## config.mk

```make
export PLATFORM = sky130hd
export DESIGN_NAME = onewire_thermometer_sequencer_core
export DESIGN_NICKNAME = d
export VERILOG_FILES = /design/src/design/otseq_pkg.sv /design/src/design/otseq_crc.sv /design/src/design/otseq_fsm.sv /design/src/design/onewire_thermometer_sequencer_core.sv
export SDC_FILE = /design/constraint.sdc
export NUM_CORES = 1
export LEC_CHECK = 0
export ABC_AREA = 1
export BUFFER_PORTS_ARGS = -buffer_cell sky130_fd_sc_hd__buf_2
export CAP_MARGIN = 20
export CORE_MARGIN = 2
export CORE_UTILIZATION = 53
export CTS_BUF_LIST = sky130_fd_sc_hd__clkbuf_8
export CTS_CLUSTER_SIZE = 10
export DETAILED_ROUTE_END_ITERATION = 10
export GPL_ROUTABILITY_DRIVEN = 0
export HOLD_SLACK_MARGIN = 0.05
export PLACE_DENSITY = 0.89
export SYNTH_ARGS = -nofsm -noshare
export SYNTH_HDL_FRONTEND = slang
export SYNTH_SLANG_ARGS = --single-unit
```

## constraint.sdc

```tcl
create_clock -name clk -period 1.6 [get_ports clk]
set_input_delay 0.08 -clock clk [delete_from_list [all_inputs] [get_ports clk]]
set_output_delay 0.08 -clock clk [all_outputs]
set_load 0.1 [all_outputs]
```

## src/design/otseq_pkg.sv

```systemverilog
package otseq_pkg;

  localparam logic [7:0] CmdSkipRom     = 8'hCC;
  localparam logic [7:0] CmdConvert     = 8'h44;
  localparam logic [7:0] CmdReadScratch = 8'hBE;
  localparam int unsigned ScratchBits   = 72;
  localparam logic [3:0] ScratchBytes   = 4'(ScratchBits / 8);
  localparam logic [3:0] NibbleMask     = 4'h0F;
  localparam logic [7:0] CrcPoly        = 8'h8C;

  typedef enum logic [2:0] {
    EV_START = 3'd0,
    EV_RESET = 3'd1,
    EV_WDONE = 3'd2,
    EV_BIT   = 3'd3,
    EV_BYTE  = 3'd4
  } event_t;

  typedef enum logic [2:0] {
    LC_NONE  = 3'd0,
    LC_RESET = 3'd1,
    LC_WRITE = 3'd2,
    LC_RBIT  = 3'd3,
    LC_RBYTE = 3'd4
  } link_cmd_t;

  typedef enum logic [1:0] {
    ST_BUSY   = 2'd0,
    ST_DONE   = 2'd1,
    ST_NOPRES = 2'd2,
    ST_CRCERR = 2'd3
  } status_t;

  typedef enum logic [3:0] {
    PH_IDLE       = 4'd0,
    PH_CONV_RESET = 4'd1,
    PH_CONV_SKIP  = 4'd2,
    PH_CONV_CMD   = 4'd3,
    PH_POLL       = 4'd4,
    PH_RD_RESET   = 4'd5,
    PH_RD_SKIP    = 4'd6,
    PH_RD_CMD     = 4'd7,
    PH_RD_DATA    = 4'd8
  } phase_t;

  typedef struct packed {
    logic [2:0] req_type;
    logic       presence;
    logic       rx_bit;
    logic [7:0] rx_byte;
  } item_t;

  typedef struct packed {
    logic [2:0]        link_cmd;
    logic [7:0]        tx_byte;
    logic [1:0]        status;
    logic signed [11:0] temperature;
  } result_t;

endpackage

```

## src/design/otseq_crc.sv

```systemverilog
module otseq_crc (
  input  logic [7:0] crc,
  input  logic [7:0] data,
  output logic [7:0] crc_next
);

  // Maxim CRC-8 over one byte, least significant bit first.
  always_comb begin
    logic [7:0] c;
    logic [7:0] d;
    c = crc;
    d = data;
    for (int i = 0; i < 8; i++) begin
      if (c[0] ^ d[0]) begin
        c = (c >> 1) ^ otseq_pkg::CrcPoly;
      end else begin
        c = c >> 1;
      end
      d = d >> 1;
    end
    crc_next = c;
  end

endmodule

```

## src/design/otseq_fsm.sv

```systemverilog
module otseq_fsm (
  input  logic               clk,
  input  logic               rst,
  input  logic               fire,
  input  otseq_pkg::item_t   item,
  output otseq_pkg::result_t result
);

  otseq_pkg::phase_t phase, phase_next;
  logic [3:0] byte_index, byte_index_next;
  logic [7:0] crc_reg, crc_reg_next;
  logic [7:0] temp_low_byte, temp_low_byte_next;
  logic [3:0] temp_high_nibble, temp_high_nibble_next;
  logic [7:0] crc_upd;
  logic [3:0] index_inc;

  otseq_crc u_crc (
    .crc      (crc_reg),
    .data     (item.rx_byte),
    .crc_next (crc_upd)
  );

  assign index_inc = byte_index + 4'd1;

  always_ff @(posedge clk) begin
    if (rst) begin
      phase            <= otseq_pkg::PH_IDLE;
      byte_index       <= '0;
      crc_reg          <= '0;
      temp_low_byte    <= '0;
      temp_high_nibble <= '0;
    end else if (fire) begin
      phase            <= phase_next;
      byte_index       <= byte_index_next;
      crc_reg          <= crc_reg_next;
      temp_low_byte    <= temp_low_byte_next;
      temp_high_nibble <= temp_high_nibble_next;
    end
  end

  always_comb begin
    phase_next            = phase;
    byte_index_next       = byte_index;
    crc_reg_next          = crc_reg;
    temp_low_byte_next    = temp_low_byte;
    temp_high_nibble_next = temp_high_nibble;
    result.link_cmd       = otseq_pkg::LC_NONE;
    result.tx_byte        = '0;
    result.status         = otseq_pkg::ST_BUSY;
    result.temperature    = '0;
    case (phase)
      otseq_pkg::PH_IDLE: begin
        if (item.req_type == otseq_pkg::EV_START) begin
          result.link_cmd = otseq_pkg::LC_RESET;
          phase_next      = otseq_pkg::PH_CONV_RESET;
        end
      end
      otseq_pkg::PH_CONV_RESET, otseq_pkg::PH_RD_RESET: begin
        if (item.req_type == otseq_pkg::EV_RESET) begin
          if (item.presence) begin
            result.link_cmd = otseq_pkg::LC_WRITE;
            result.tx_byte  = otseq_pkg::CmdSkipRom;
            phase_next      = (phase == otseq_pkg::PH_CONV_RESET) ?
                              otseq_pkg::PH_CONV_SKIP : otseq_pkg::PH_RD_SKIP;
          end else begin
            result.status = otseq_pkg::ST_NOPRES;
            phase_next    = otseq_pkg::PH_IDLE;
          end
        end
      end
      otseq_pkg::PH_CONV_SKIP: begin
        if (item.req_type == otseq_pkg::EV_WDONE) begin
          result.link_cmd = otseq_pkg::LC_WRITE;
          result.tx_byte  = otseq_pkg::CmdConvert;
          phase_next      = otseq_pkg::PH_CONV_CMD;
        end
      end
      otseq_pkg::PH_CONV_CMD: begin
        if (item.req_type == otseq_pkg::EV_WDONE) begin
          result.link_cmd = otseq_pkg::LC_RBIT;
          phase_next      = otseq_pkg::PH_POLL;
        end
      end
      otseq_pkg::PH_POLL: begin
        if (item.req_type == otseq_pkg::EV_BIT) begin
          if (item.rx_bit) begin
            result.link_cmd = otseq_pkg::LC_RESET;
            phase_next      = otseq_pkg::PH_RD_RESET;
          end else begin
            result.link_cmd = otseq_pkg::LC_RBIT;
          end
        end
      end
      otseq_pkg::PH_RD_SKIP: begin
        if (item.req_type == otseq_pkg::EV_WDONE) begin
          result.link_cmd = otseq_pkg::LC_WRITE;
          result.tx_byte  = otseq_pkg::CmdReadScratch;
          phase_next      = otseq_pkg::PH_RD_CMD;
        end
      end
      otseq_pkg::PH_RD_CMD: begin
        if (item.req_type == otseq_pkg::EV_WDONE) begin
          result.link_cmd = otseq_pkg::LC_RBYTE;
          byte_index_next = '0;
          crc_reg_next    = '0;
          phase_next      = otseq_pkg::PH_RD_DATA;
        end
      end
      otseq_pkg::PH_RD_DATA: begin
        if (item.req_type == otseq_pkg::EV_BYTE) begin
          crc_reg_next    = crc_upd;
          byte_index_next = index_inc;
          if (byte_index == 4'd0) begin
            temp_low_byte_next = item.rx_byte;
          end
          if (byte_index == 4'd1) begin
            temp_high_nibble_next = item.rx_byte[3:0] & otseq_pkg::NibbleMask;
          end
          if (index_inc >= otseq_pkg::ScratchBytes) begin
            if (crc_upd == 8'd0) begin
              result.status      = otseq_pkg::ST_DONE;
              result.temperature = {temp_high_nibble, temp_low_byte};
            end else begin
              result.status = otseq_pkg::ST_CRCERR;
            end
            phase_next = otseq_pkg::PH_IDLE;
          end else begin
            result.link_cmd = otseq_pkg::LC_RBYTE;
          end
        end
      end
      default: begin
        phase_next = otseq_pkg::PH_IDLE;
      end
    endcase
  end

endmodule

```

## src/design/onewire_thermometer_sequencer_core.sv

```systemverilog
// Channel  Direction  tuser           tdata
// s_*      in         req_type [2:0]  presence [0], rx_bit [1], rx_byte [9:2]
// m_*      out        link_cmd [2:0]  tx_byte [7:0], status [9:8], temperature [21:10]
//
// Each beat passes an input register and a result register, and one beat per cycle is
// sustained while m_tready stays high.
// The sequencer state advances when a beat moves from the input register to the
// result register. Reset clears the state to idle and empties both registers.
// While the result waits, a new beat is still taken into an empty input register.
module onewire_thermometer_sequencer_core (
  input  logic        clk,
  input  logic        rst,
  input  logic        s_tvalid,
  output logic        s_tready,
  input  logic [15:0] s_tdata,   // presence, rx_bit, rx_byte, zero fill
  input  logic [2:0]  s_tuser,   // req_type
  output logic        m_tvalid,
  input  logic        m_tready,
  output logic [23:0] m_tdata,   // tx_byte, status, temperature, zero fill
  output logic [2:0]  m_tuser    // link_cmd
);

  logic               in_valid;
  otseq_pkg::item_t   in_item;
  logic               out_valid;
  otseq_pkg::result_t out_result;
  otseq_pkg::result_t result;
  logic               advance;
  logic               fire;

  assign advance  = !out_valid || m_tready;
  assign fire     = in_valid && advance;
  assign s_tready = !in_valid || advance;

  always_ff @(posedge clk) begin
    if (rst) begin
      in_valid <= 1'b0;
    end else if (s_tready) begin
      in_valid <= s_tvalid;
    end
  end

  always_ff @(posedge clk) begin
    if (s_tready && s_tvalid) begin
      in_item.req_type <= s_tuser;
      in_item.presence <= s_tdata[0];
      in_item.rx_bit   <= s_tdata[1];
      in_item.rx_byte  <= s_tdata[9:2];
    end
  end

  otseq_fsm u_fsm (
    .clk    (clk),
    .rst    (rst),
    .fire   (fire),
    .item   (in_item),
    .result (result)
  );

  always_ff @(posedge clk) begin
    if (rst) begin
      out_valid <= 1'b0;
    end else if (advance) begin
      out_valid <= in_valid;
    end
  end

  always_ff @(posedge clk) begin
    if (fire) begin
      out_result <= result;
    end
  end

  assign m_tvalid = out_valid;
  assign m_tuser  = out_result.link_cmd;
  assign m_tdata  = {2'b00, out_result.temperature, out_result.status, out_result.tx_byte};

`ifndef SYNTHESIS
  a_tx_only_on_write: assert property (@(posedge clk) disable iff (rst)
    m_tvalid && (m_tuser != otseq_pkg::LC_WRITE) |-> m_tdata[7:0] == 8'd0)
    else $error("write byte set without a write command");

  a_temp_only_on_done: assert property (@(posedge clk) disable iff (rst)
    m_tvalid && (m_tdata[9:8] != otseq_pkg::ST_DONE) |-> m_tdata[21:10] == 12'd0)
    else $error("temperature set without done status");

  a_status_ends_sequence: assert property (@(posedge clk) disable iff (rst)
    m_tvalid && (m_tdata[9:8] != otseq_pkg::ST_BUSY) |-> m_tuser == otseq_pkg::LC_NONE)
    else $error("link command issued together with a final status");

  a_held_input_while_stalled: assert property (@(posedge clk) disable iff (rst)
    in_valid && !advance |=> in_valid && $stable(in_item))
    else $error("input register changed while the result register was full");
`endif

endmodule
```

# [Yosys cells after proc, flatten, opt, wreduce, memory -nomap -nowiden]
# Index checks and enable logic that the tools add are counted.
[word_totals] regBits=68 out_inout_bits=29 wordCells=119
[op_classes] n_addsub=1 order_cmp=1 eq_ne=23 mux=46 bitwise=16 reduce_logical=17
[ops] op="two-way mux 8 bit" n=10
[ops] op="two-way mux 4 bit" n=13
[ops] op="case mux 4 bit (8 select lines)" n=1
[ops] op="two-way mux 10 bit" n=3
[ops] op="two-way mux 14 bit" n=2
[ops] op="NOT 2 -> 3 bit" n=8
[ops] op="case mux 3 bit (8 select lines)" n=1
[ops] op="case mux 8 bit (3 select lines)" n=1
[ops] op="!= test 2 x 1 -> 1 bit (second input constant)" n=9
[ops] op="== test 4 x 3 -> 1 bit (second input constant)" n=4
[ops] op="case mux 8 bit (2 select lines)" n=1
[ops] op="AND reduction 4 bit" n=4
[ops] op="two-way mux 3 bit" n=5
[ops] op="two-way mux 13 bit" n=1
[ops] op="two-way mux 12 bit" n=1
[ops] op="AND reduction 11 bit" n=1
[ops] op="== test 4 x 1 -> 1 bit (second input constant)" n=2
[ops] op="== test 4 x 2 -> 1 bit (second input constant)" n=2
[ops] op="logical NOT 4 bit" n=2
[ops] op="logical NOT 8 bit" n=1
[ops] op="two-way mux 2 bit" n=4
[ops] op="case mux 4 bit (2 select lines)" n=1
[ops] op="bitwise XOR 1 bit" n=8
[ops] op="== test 3 x 2 -> 1 bit (second input constant)" n=2
[ops] op="other kinds (14)" n=17

# [Logic depth before layout (Yosys ltp)]
[logic_depth] ltp_word=21 ltp_mapped=13 ltp_nobuf=13

# [By module]
# From an unflattened synthesis, not the netlist that was laid out.
[hier_totals] hier_cells=372 hier_area_um2=3269.4
[by_module_without_submodules] module="otseq_fsm" instances=1 cells_per_inst=245 area_each_um2=1632.8
[by_module_without_submodules] module="onewire_thermometer_sequencer_core" instances=1 cells_per_inst=53 area_each_um2=1251.2
[by_module_without_submodules] module="otseq_crc" instances=1 cells_per_inst=74 area_each_um2=385.4

# [Worst setup path before layout]
# OpenSTA, ideal clock, no wires.
[synth_path] path_kind="flip-flop to flip-flop" start="register out_valid, in the netlist m_tvalid" end="register in_item[0] (netlist name), enable pin" setup_time_ns=0.303 arrival_time_ns=2.470 required_time_ns=1.297 slack_ns=-1.174 path_stages_with_launch=4 synth_period_minus_slack_ns=2.774 path_cell_list="dfxtp_1 -> nand3_1 -> nand2_1 -> inv_1"
[synth_via] elab_chain_cells=4
[synth_rtl] item="start: declaration" line_no="onewire_thermometer_sequencer_core.sv:25" text="logic out_valid;"
[synth_rtl] item="start signal: assignment" line_no="onewire_thermometer_sequencer_core.sv:64" text="out_valid <= in_valid;"
[synth_rtl] item="logical NOT 1 bit" line_no="onewire_thermometer_sequencer_core.sv:31" text="assign advance = !out_valid || m_tready;"
[synth_rtl] item="logical OR 1 bit" line_no="onewire_thermometer_sequencer_core.sv:31"
[synth_rtl] item="logical OR 1 bit" line_no="onewire_thermometer_sequencer_core.sv:33" text="assign s_tready = !in_valid || advance;"
[synth_rtl] item="via s_tready" line_no="onewire_thermometer_sequencer_core.sv:14" text="output logic s_tready,"
[synth_rtl] item="logical AND 1 bit" line_no="onewire_thermometer_sequencer_core.sv:44" text="if (s_tready && s_tvalid) begin"
[synth_rtl] item="end: declaration" line_no="onewire_thermometer_sequencer_core.sv:24" text="otseq_pkg::item_t in_item;"
# The timed path passes the listed nets, and every way through them passes these cells.
# A chain may end at the register's enable or synchronous reset.

# [Worst setup path after layout]
[layout_path] start="register u_fsm.crc_reg[3]" end="register out_result, in the netlist m_tdata[13], data pin"
[layout_via] elab_chain_cells=14
[layout_rtl] item="start: declaration" line_no="otseq_fsm.sv:11" text="logic [7:0] crc_reg, crc_reg_next;"
[layout_rtl] item="start signal: assignment" line_no="otseq_fsm.sv:35" text="crc_reg <= crc_reg_next;"
[layout_rtl] item="NOT 2 -> 3 bit (no source line)"
[layout_rtl] item="two-way mux 8 bit * (3 in series)" line_no="otseq_crc.sv:14" text="if (c[0] ^ d[0]) begin"
[layout_rtl] item="bitwise XOR 1 bit *" line_no="otseq_crc.sv:14"
[layout_rtl] item="two-way mux 8 bit * (3 in series)" line_no="otseq_crc.sv:14"
[layout_rtl] item="bitwise XOR 1 bit / two-way mux 8 bit (equally long branches)" line_no="otseq_crc.sv:14"
[layout_rtl] item="two-way mux 8 bit *" line_no="otseq_crc.sv:14"
[layout_rtl] item="NOT 2 -> 3 bit (no source line) / bitwise XOR 1 bit (equally long branches)"
[layout_rtl] item="two-way mux 8 bit *" line_no="otseq_crc.sv:14"
[layout_rtl] item="logical NOT 8 bit *" line_no="otseq_fsm.sv:120" text="if (crc_upd == 8'd0) begin"
[layout_rtl] item="AND reduction 4 bit (no source line) *"
[layout_rtl] item="end signal: assignment" line_no="onewire_thermometer_sequencer_core.sv:70" text="out_result <= result;"
[layout_rtl] item="end: declaration" line_no="onewire_thermometer_sequencer_core.sv:26" text="otseq_pkg::result_t out_result;"
# Every way passes the cells marked *; elsewhere a longest branch is shown, timed or not.

==> reports/qor.yml <==
violations: "negative setup slack"
dieArea_um2: 6716
rsz0062_at_grt: "true"
yosysMostFrequentCell: "nand2_1"
insertion_delay_ns: 0.36
ys.warnings.count: 0
ctsHtreeMaxLevel: 3
crit_chain: "inv_1 > nand2_2 > nand2_1 > nand2_2 > nand2_1 > nand2_1 > nand3_2 > inv_2 > nand4_4 > buf_12 > nor2_2"
largest_reg_flops: 18
io_buffers: 42
viasPerCell: 6.334
max_freq_mhz: 476.9
startpoint_type: "flip-flop"
drt_wl_total_um: 13230
drive_gt1_frac: 0.5222
worst_clock_skew_ns: 0.01321
cts.sinks: 64
p_per_area_nw_per_um2: 925.7
endpoint_kind: "flip-flop"
yosys_register_bits: 64
status: "finished, violations left"
start_util: 0.5472
ir_drop_mv: 0.7413
multi_input_area_um2: 1723
ys_top_cells_by_count: "99 x nand2_1, 48 x inv_1, 35 x nor2_1, 34 x edfxtp_1, 30 x dfxtp_1"
nets: 518
grt_start_max_net_pins: 27
p_leak_nw: 1.988
ys_top_cells_by_area: "edfxtp_1 32%, dfxtp_1 19%, nand2_1 12%"
maxSlewViolCount: 0
dr.pass1.iters: 8
synth_cells: 374
cap_violations: 0
hpwl_um: 5060
grt_util_all_layers: 0.2999
synthArstFlopShare: 0
period_share: 1.311
fp.dieH_um: 81.95
hp-class: "input port to flip-flop"
rows: 28
vias: 3623
root_buffer: "clkbuf_8"
fillers: 265
worst_ep_arrival_time_ns: 2.30
fin_crit_ns: 2.097
synth.top_cell.area_share: 0.3170
ys_seq_area_frac: 0.5035
drtAntennaViolNets: 0
netlist_area_um2: 3221
syn_to_final_growth_pct: 48.33
wire_per_inst_um: 23.12
seq_area_um2: 1635
ys.flop_type: "edfxtp_1"
relSlewSlack: 0.5186
crit_family: "simple AND/OR/NAND/NOR gates"
syn_avg_cell_area_um2: 8.611
drc: 0
cts_tree: "built"
grt_pass1_wl_um: 14630
crit_type: "flip-flop to flip-flop"
final.setup.worst_slack_ns: -0.4968
holdWs_ns: 0.1641
antenna_found_initial: 0
worst_pin_slew_ns: 0.7221
grt_pass1_vias: 3034
cpMostUsedCell: "nand2_1"
cts_inserted_buffers: 9
dp_slack_ns: -0.2532
worst-path-buf-inv: 3
critPathRequiredTime_ns: 1.80
synth-edff-count: 34
max_stage_delay_ns: 0.46
cts.clk_slew.worst_paths_ns: 0.08
clock_path_buffers: 2
core_um2: 5886
synthDistinctLibCells: 35
cp_slowest_cell: "dfxtp_1"
die_x_um: 81.95
setup_viol: 31
crit_fanout: 6
timing_hold_violations_final: 0
drt-initial-drc-count: 546
yosys.area.top_type: "edfxtp_1"
grt_overflow_total: 0
pin_count: 52
final timing paths:
path | start | endpoint | slack, ns | cells past startpoint
worst min-delay path | m_tready | in_valid | 0.16 | 4
worst max register to register | u_fsm.crc_reg[3] | m_tdata[13] | -0.50 | 11
worst min register to register | u_fsm.crc_reg[1] | u_fsm.crc_reg[1] | 0.50 | 2
worst max-delay path | u_fsm.crc_reg[3] | m_tdata[13] | -0.50 | 11
final cells by class:
type	count	area share
antenna	1	0.0005238
timing repair buffer	117	0.1847
tap	75	0.01964
clock inverter	7	0.02017
inverter	55	0.04610
clock buffer	9	0.02593
multi-input combinational	244	0.3607
sequential	64	0.3423
cell families after synthesis:
group | Yosys count | share of synthesized area
flops | 64 | 0.5035
other cells | 1 | 0.001164
simple gates | 195 | 0.2863
buf+inv | 68 | 0.09363
compound gates | 37 | 0.08158
xor+xnor | 5 | 0.01826
fa+ha+maj | 4 | 0.01554
what timing repair did:
item                                    4_1_cts  5_1_grt
hold endpoints to repair                     14        0
setup buffers                                10       12
pin swaps                                     9       26
hold buffers                                 14        0
resized for setup                            33       87
endpoints found under the setup margin       26       41
cloned                                        0        1
report_power, final:
part           total [W]  switching [W]  internal, W
Sequential       0.00186      0.0000646      0.00179
Combinational   0.000953       0.000690     0.000263
Clock            0.00161       0.000734     0.000880
Total            0.00442        0.00149      0.00293
cells in the final DEF (no fill, tap or decap), types with 2 or more instances in the layout:
master and count:
a21oi_1 3, nand3_2 15, nand3_4 6, nor2_4 15
bufinv_16 2, nand2_2 27, nor3_2 3, clkinv_4 3
nor3_4 4, nand3_1 10, nand2_4 4, a211oi_1 4
a211oi_2 6, a21oi_2 11, buf_2 42, ha_1 4
buf_4 52, xnor2_2 3, inv_2 13, inv_1 38
clkbuf_8 9, buf_6 5, o21ai_2 5, buf_12 3
nor2_1 22, clkinv_2 2, nand2_1 73, dfxtp_1 21
inv_4 2, edfxtp_1 34, dfxtp_2 8, dlygate4sd3_1 14
o21ai_0 3, nor4_1 2, nor2_2 9, conb_1 3
layer usage:
layer / global-route usage / wire [µm] / vias up / share of wire
li1: - / - / 1447 / -
met1: 0.3251 / 4389 / 1645 / 0.33
met2: 0.5122 / 5792 / 386 / 0.44
met3: 0.07582 / 1796 / 145 / 0.14
met4: 0.2050 / 1247 / 0 / 0.094
met5: 0 / 0 / - / 0
worst reg2reg max path, delay by kind of cell (launching register included):
kind	cells	cell delay, ns
flops	1	0.46
buf+inv	3	0.44
simple gates	8	1.05
stage by stage:
stage	utilization	TNS [ns]	power [W]	instance area [µm²]	instances
detailed placement	0.6488	-2.615	0.002546	3819	518
global placement	0.6488	-0.8370	0.002518	3819	518
CTS	0.7396	-1.402	0.004161	4353	558
finish	0.8117	-8.046	0.004422	4777	572
global route	0.8112	-9.709	0.004522	4775	571
floorplan	-	-0.1624	0.002379	3287	376
(Power assumes the default switching activity.)
